### src/design/tcsb_pkg.sv
// shared constants and types for the three-channel settling baseline core
// no dependencies; imported by every design module
package tcsb_pkg;

  localparam int WINDOW   = 3;
  localparam int NCH      = 3;
  localparam int SAMPLE_W = 16;
  localparam int TOL_W    = 8;
  localparam int SUM_W    = $clog2(WINDOW * (2 ** SAMPLE_W - 1) + 1);
  localparam int PTR_W    = $clog2(WINDOW);

  // reciprocal of the window length, exact floor for every reachable sum
  localparam int DIV_SHIFT = SUM_W + PTR_W;
  localparam int PROD_W    = SUM_W + DIV_SHIFT;
  localparam logic [DIV_SHIFT-1:0] RECIP =
    DIV_SHIFT'(((64'd1 << DIV_SHIFT) + 64'(WINDOW - 1)) / 64'(WINDOW));

  localparam int IN_TDATA_W  = ((NCH * SAMPLE_W + 7) / 8) * 8;
  localparam int OUT_BITS    = NCH + 1 + NCH * SAMPLE_W;
  localparam int OUT_TDATA_W = ((OUT_BITS + 7) / 8) * 8;

  localparam logic [TOL_W-1:0] TOL_RESET = TOL_W'(15);
  localparam logic [PTR_W-1:0] LAST_SLOT = PTR_W'(WINDOW - 1);

  typedef logic [SAMPLE_W-1:0] sample_t;
  typedef logic [SUM_W-1:0]    sum_t;

  typedef struct packed {
    logic             take;
    logic             restart;
    logic [PTR_W-1:0] slot;
  } lane_ctl_t;

  typedef struct packed {
    logic    stable;
    sample_t baseline;
  } lane_res_t;

endpackage

### src/design/tcsb_lane.sv
// one channel lane: window ring, running sum, registered sum and sample,
// then average and tolerance check; uses tcsb_pkg
module tcsb_lane import tcsb_pkg::*; (
  input  logic             clk,
  input  logic             rst,
  input  lane_ctl_t        ctl,
  input  sample_t          sample,
  input  logic [TOL_W-1:0] tolerance,
  output lane_res_t        res
);

  sample_t             ring [WINDOW];
  sum_t                sum;
  sum_t                sum_next;
  sum_t                sum_q;
  sample_t             sample_q;
  logic [PROD_W-1:0]   prod;
  sum_t                quot;
  sample_t             avg;
  sample_t             diff;

  always_comb begin
    sum_t base;
    sum_t old;
    base     = ctl.restart ? '0 : sum;
    old      = ctl.restart ? '0 : SUM_W'(ring[ctl.slot]);
    sum_next = base + SUM_W'(sample) - old;
  end

  always_ff @(posedge clk) begin
    if (rst) begin
      sum <= '0;
      for (int i = 0; i < WINDOW; i++) begin
        ring[i] <= '0;
      end
    end else if (ctl.take) begin
      sum <= sum_next;
      for (int i = 0; i < WINDOW; i++) begin
        if (PTR_W'(i) == ctl.slot) begin
          ring[i] <= sample;
        end else if (ctl.restart) begin
          ring[i] <= '0;
        end
      end
    end
  end

  always_ff @(posedge clk) begin
    if (ctl.take) begin
      sum_q    <= sum_next;
      sample_q <= sample;
    end
  end

  // divide by the window length through a reciprocal multiply
  assign prod = PROD_W'(sum_q) * PROD_W'(RECIP);
  assign quot = prod[PROD_W-1:DIV_SHIFT];
  assign avg  = quot[SAMPLE_W-1:0];
  assign diff = (avg >= sample_q) ? (avg - sample_q) : (sample_q - avg);

  assign res.baseline = avg;
  assign res.stable   = (diff < SAMPLE_W'(tolerance));

endmodule

### src/design/tcsb_merge.sv
// merge stage: combines the lane flags and baselines into the output register
// uses tcsb_pkg
module tcsb_merge import tcsb_pkg::*; (
  input  logic                   clk,
  input  logic                   rst,
  input  logic                   load,
  input  logic                   valid_in,
  input  lane_res_t              res [NCH],
  output logic                   valid,
  output logic [OUT_TDATA_W-1:0] data
);

  logic [OUT_TDATA_W-1:0] data_next;

  always_comb begin
    logic all_ok;
    all_ok    = 1'b1;
    data_next = '0;
    for (int i = 0; i < NCH; i++) begin
      data_next[i] = res[i].stable;
      all_ok       = all_ok & res[i].stable;
      data_next[NCH + 1 + i * SAMPLE_W +: SAMPLE_W] = res[i].baseline;
    end
    data_next[NCH] = all_ok;
  end

  always_ff @(posedge clk) begin
    if (rst) begin
      valid <= 1'b0;
    end else if (load) begin
      valid <= valid_in;
    end
  end

  always_ff @(posedge clk) begin
    if (load && valid_in) begin
      data <= data_next;
    end
  end

endmodule

### src/design/three_channel_settling_baseline_core.sv
// three-channel settling detector with moving-average baselines, top level
// instantiates tcsb_lane and tcsb_merge; uses tcsb_pkg
//
// Takes one request per clock while s_axis_tready is high, each with three
// 16-bit samples and a restart flag. A taken request is registered in the lane
// sum and sample stage, then via the average and tolerance check into the
// output register, one item per cycle unless the output stalls. The rate is
// set by the per-channel running-sum update, which closes on itself. Baselines
// are floor(sum / 3) over the last three samples, empty slots zero after reset
// or restart. Tolerance resets to 15; the user must write it through
// cfg_wen/cfg_wdata only while the block is idle; the block won't enforce it.
module three_channel_settling_baseline_core import tcsb_pkg::*; (
  input  logic                   clk,
  input  logic                   rst,
  input  logic                   cfg_wen,
  input  logic [TOL_W-1:0]       cfg_wdata,
  input  logic                   s_axis_tvalid,
  output logic                   s_axis_tready,
  // sample_a, sample_b, sample_c
  input  logic [IN_TDATA_W-1:0]  s_axis_tdata,
  // restart
  input  logic                   s_axis_tuser,
  output logic                   m_axis_tvalid,
  input  logic                   m_axis_tready,
  // stable_a, stable_b, stable_c, all_stable, baseline_a, baseline_b,
  // baseline_c, zero pad
  output logic [OUT_TDATA_W-1:0] m_axis_tdata
);

  logic [TOL_W-1:0] tolerance;
  logic [PTR_W-1:0] ptr;
  logic [PTR_W-1:0] slot;
  logic             stage_valid;
  logic             adv_out;
  logic             adv_stage;
  logic             take;
  lane_ctl_t        ctl;
  lane_res_t        res [NCH];

  assign adv_out       = !m_axis_tvalid || m_axis_tready;
  assign adv_stage     = !stage_valid || adv_out;
  assign s_axis_tready = adv_stage;
  assign take          = s_axis_tvalid && adv_stage;

  assign slot        = s_axis_tuser ? '0 : ptr;
  assign ctl.take    = take;
  assign ctl.restart = s_axis_tuser;
  assign ctl.slot    = slot;

  always_ff @(posedge clk) begin
    if (rst) begin
      tolerance <= TOL_RESET;
    end else if (cfg_wen) begin
      tolerance <= cfg_wdata;
    end
  end

  always_ff @(posedge clk) begin
    if (rst) begin
      ptr         <= '0;
      stage_valid <= 1'b0;
    end else begin
      if (take) begin
        ptr <= (slot == LAST_SLOT) ? '0 : slot + PTR_W'(1);
      end
      if (adv_stage) begin
        stage_valid <= s_axis_tvalid;
      end
    end
  end

  for (genvar g = 0; g < NCH; g++) begin : g_lane
    tcsb_lane u_lane (
      .clk       (clk),
      .rst       (rst),
      .ctl       (ctl),
      .sample    (s_axis_tdata[g * SAMPLE_W +: SAMPLE_W]),
      .tolerance (tolerance),
      .res       (res[g])
    );
  end

  tcsb_merge u_merge (
    .clk      (clk),
    .rst      (rst),
    .load     (adv_out),
    .valid_in (stage_valid),
    .res      (res),
    .valid    (m_axis_tvalid),
    .data     (m_axis_tdata)
  );

endmodule

### config.mk
export PLATFORM = sky130hd
export DESIGN_NAME = three_channel_settling_baseline_core
export DESIGN_NICKNAME = d
export VERILOG_FILES = /design/src/design/tcsb_pkg.sv /design/src/design/tcsb_lane.sv /design/src/design/tcsb_merge.sv /design/src/design/three_channel_settling_baseline_core.sv
export SDC_FILE = /design/constraint.sdc
export NUM_CORES = 2
export LEC_CHECK = 0
export ABC_CLOCK_PERIOD_IN_PS = 10700
export BUFFER_PORTS_ARGS = -buffer_cell sky130_fd_sc_hd__buf_2
export CORE_MARGIN = 2
export CORE_UTILIZATION = 65
export CTS_CLUSTER_DIAMETER = 50
export CTS_CLUSTER_SIZE = 20
export DETAILED_ROUTE_END_ITERATION = 6
export PLACE_DENSITY = 0.86
export SYNTH_ARGS = -nofsm -noshare
export SYNTH_HDL_FRONTEND = slang
export SYNTH_SLANG_ARGS = --single-unit
export TNS_END_PERCENT = 10
### constraint.sdc
create_clock -name clk -period 10.7 [get_ports clk]
set_input_delay 2.14 -clock clk [delete_from_list [all_inputs] [get_ports clk]]
set_output_delay 2.14 -clock clk [all_outputs]
set_load 0.03 [all_outputs]
==> metrics.md <==
| Metric | Value |
|---|---|
| Max Slew Vio Count | `0` |
| Later-pin clock latency in the skew report | `0.61 ns` |
| GRT Total Usage | `31.7%` |
| CTS sink count | `364` |
| Top cells by area, synth | `ha_1 (20%), fa_1 (19%), edfxtp_1 (19%), inv_1 (9.3%), dfxtp_1 (5.8%)` |
| # IOs | `120` |
| Post-DR vias/cell | `5.82` |
| Clock H-tree levels | `2` |
| Crit-path slowest cell | `fa_1` |
| Width of the die | `251 um` |
| Max cap viols | `0` |
| Drt pass-1 iters | `6` |
| Synth async-reset ratio | `0%` |
| GP Congestion | `0.999` |
| Syn Area/Cell | `9.47 sq um` |
| Sequential area share after synthesis | `24.7%` |
| Vias in the first global route | `30800` |
| First-pass GRT wire length | `158 mm` |
| Layout cells sized above 1 | `6.69%` |
| Synth Warn # | `0` |
| Rel. slew slack | `21.1%` |
| Setup-failing EPs final | `0` |
| Hpwl dp | `76.5 mm` |
| RSZ-0062 raised after global routing | `no` |
| Total gr overflow | `0` |
| CTS Hold Bufs | `0` |
| Worst Path Max Fanout | `17` |
| Top cell type's share of synthesized area | `19.9%` |
| Clock Tree Root | `clkbuf_16` |
| CP max stage delay | `0.51 ns` |
| Area Overhead vs Synth | `7.85%` |
| Crit-path most repeated cell | `ha_1` |
| Total CTS buffers | `47` |
| Die area | `62900 sq um` |
| CP required | `11.15 ns` |
| Synth Flop Type | `edfxtp_1` |
| Final min period | `10.20 ns` |
| Longest Clk Path Bufs | `3` |
| CP Launch Type | `flip-flop` |
| DRC errors left | `0` |
| Clock transition at the registers of the reported paths | `0.06 ns` |
| Mapped Area | `39600 sq um` |
| TritonCTS clock tree | `yes` |
| Worst-Margin Slew | `1.18 ns` |
| Initial core utilization | `65.7%` |
| Largest net degree at the start of global routing | `95` |
| Period utilization | `95.4%` |
| Yosys reg bits | `364` |
| Top cell type by total area after synthesis | `ha_1` |
| Post-synthesis cell type count | `81` |
| Core area | `60200 sq um` |
| Post-Route Setup TNS | `0 ns` |
| Row cnt | `90` |
| Post-synth EDFFs | `250` |
| Per-cell routed wire length | `19.2 um` |
| Worst clock skew | `0.0334 ns` |
| Critical path class | `reg -> reg` |
| Die Y | `251 um` |
| Worst Hold Class | `reg -> reg` |
| Final #Nets | `5339` |
| Initial antenna violation count | `5` |
| Highest Clock Rate | `98.0 MHz` |
| Post-Synthesis Cells | `4183` |
| ANT nets after route | `0` |
| Number of port buffers | `115` |
| Initial DRC Count | `2174` |
| Arrival time worst endpoint | `10.65 ns` |
| Post-Route WL | `97.6 mm` |
| Status | `completed` |
| Fin. Hold Viols | `0` |
| DR vias | `29600` |
| Nature of the critical path endpoint | `flip-flop` |
final timing paths:
| path | cells after the start | end | slack [ns] | startpoint |
|---|---|---|---|---|
| hold reg to reg | 2 | g_lane[1].u_lane.ring[2][2] | 0.45 | g_lane[1].u_lane.ring[2][2] |
| setup reg to reg | 43 | u_merge.data[3] | 0.50 | g_lane[1].u_lane.sum_q[3] |
| setup / recovery | 43 | u_merge.data[3] | 0.50 | g_lane[1].u_lane.sum_q[3] |
| hold / removal | 2 | g_lane[1].u_lane.ring[2][2] | 0.45 | g_lane[1].u_lane.ring[2][2] |
state kept, by name, indices dropped and copies added (netlist names):
register                cells
g_lane.u_lane.ring        144
g_lane.u_lane.sum          54
g_lane.u_lane.sum_q        54
u_merge.data               52
g_lane.u_lane.sample_q     48
tolerance                   8
ptr                         2
stage_valid                 1
u_merge.valid               1
through the flow:
stage | setup slack (ns) | utilization, % | instance area (sq um) | instances | hold WS (ns)
6_report | 0.495 | 70.9 | 42700 | 5093 | 0.451
4_1_cts | 0.0946 | 70.7 | 42600 | 5088 | 0.453
3_5_place_dp | 0.187 | 68.1 | 41000 | 5000 | 0.445
5_1_grt | 0.00155 | 70.9 | 42700 | 5090 | 0.466
2_1_floorplan | 1.01 | - | 39600 | 4186 | 0.432
3_3_place_gp | 0.380 | 68.1 | 41000 | 5000 | 0.437
critical path: cells and delay by family, from the launching register on:
family          cells  cell delay, ns
flops               1            0.45
compound gates     16            2.96
simple gates        9            2.04
xor+xnor            3            0.52
fa+ha+maj           9            3.57
mux                 1            0.13
buf+inv             5            0.38
kinds of logic (layout without fill, tap and decap cells):
kind of cell,after synthesis,count (layout),share of synthesized area [%]
AND/OR/NAND/NOR,863,863,10.5
AO/OA/AOI/OAI,623,623,9.98
flip-flops,364,364,24.7
other,1,7,0.00947
multiplexers,78,78,2.02
adder cells (fa/ha/maj),1008,1008,39.0
XOR/XNOR,146,146,3.23
buffers and inverters,1100,1222,10.5
Yosys cell counts (50+ instances only):
cell type and count:
nor2b_1 78, a21o_1 50, dfxtp_1 114, o21ai_0 86
edfxtp_1 250, nand2_1 265, mux2i_1 71, a21oi_1 255
fa_1 378, clkbuf_1 79, nor4_1 53, nor2_1 220
nor3_1 50, ha_1 630, inv_1 986, nand2b_1 69
xnor2_1 102
routing by layer:
| metal | GRT usage, % | wire (um) |
|---|---|---|
| met3 | 5.43 | 7230 |
| met5 | 0 | 41 |
| met1 | 39.8 | 38900 |
| met2 | 54.2 | 47200 |
| met4 | 13.5 | 4220 |
final cells by class:
cell class	instances	area [sq um]
Fill cell	4291	17500
Clock buffer	56	1270
Clock inverter	32	334
Multi-Input combinational cell	2722	25800
Inverter	986	3710
Antenna cell	3	7.51
Tap cell	782	978
Timing Repair Buffer	148	832
Sequential cell	364	9790
placed cells by master, fill, tap and decap left out, types with 14 or more instances in the layout:
| cell type | netlist | routed |
|---|---|---|
| o21ai_0 | 86 | 83 |
| fa_1 | 378 | 378 |
| a21boi_0 | 16 | 16 |
| a21o_1 | 50 | 49 |
| nor2b_1 | 78 | 77 |
| edfxtp_1 | 250 | 250 |
| nand2b_1 | 69 | 69 |
| o21bai_1 | 18 | 18 |
| o211ai_1 | 22 | 22 |
| nand2_1 | 265 | 263 |
| nand4_1 | 14 | 14 |
| and3_1 | 25 | 25 |
| a31oi_1 | 26 | 25 |
| o21a_1 | 33 | 33 |
| nor3_1 | 50 | 48 |
| a211oi_1 | 23 | 22 |
| xnor2_1 | 102 | 102 |
| ha_1 | 630 | 625 |
| dfxtp_1 | 114 | 112 |
| mux2i_1 | 71 | 71 |
| inv_1 | 986 | 985 |
| buf_2 | 11 | 113 |
| a21oi_1 | 255 | 254 |
| xor2_1 | 44 | 43 |
| nand3_1 | 31 | 31 |
| nor4_1 | 53 | 53 |
| buf_4 | 6 | 34 |
| nor2_1 | 220 | 218 |
| clkbuf_16 | 0 | 49 |
what timing repair did:
action | in CTS | in global routing
endpoints found under the hold margin | 0 | 0
endpoints found under the setup margin | 0 | 4
setup buffers | 0 | 2
resized for setup | 0 | 21
Power is left out: the tool's default activity adds up to more than one toggle a clock period on the data nets, which glitch-free logic cannot reach.
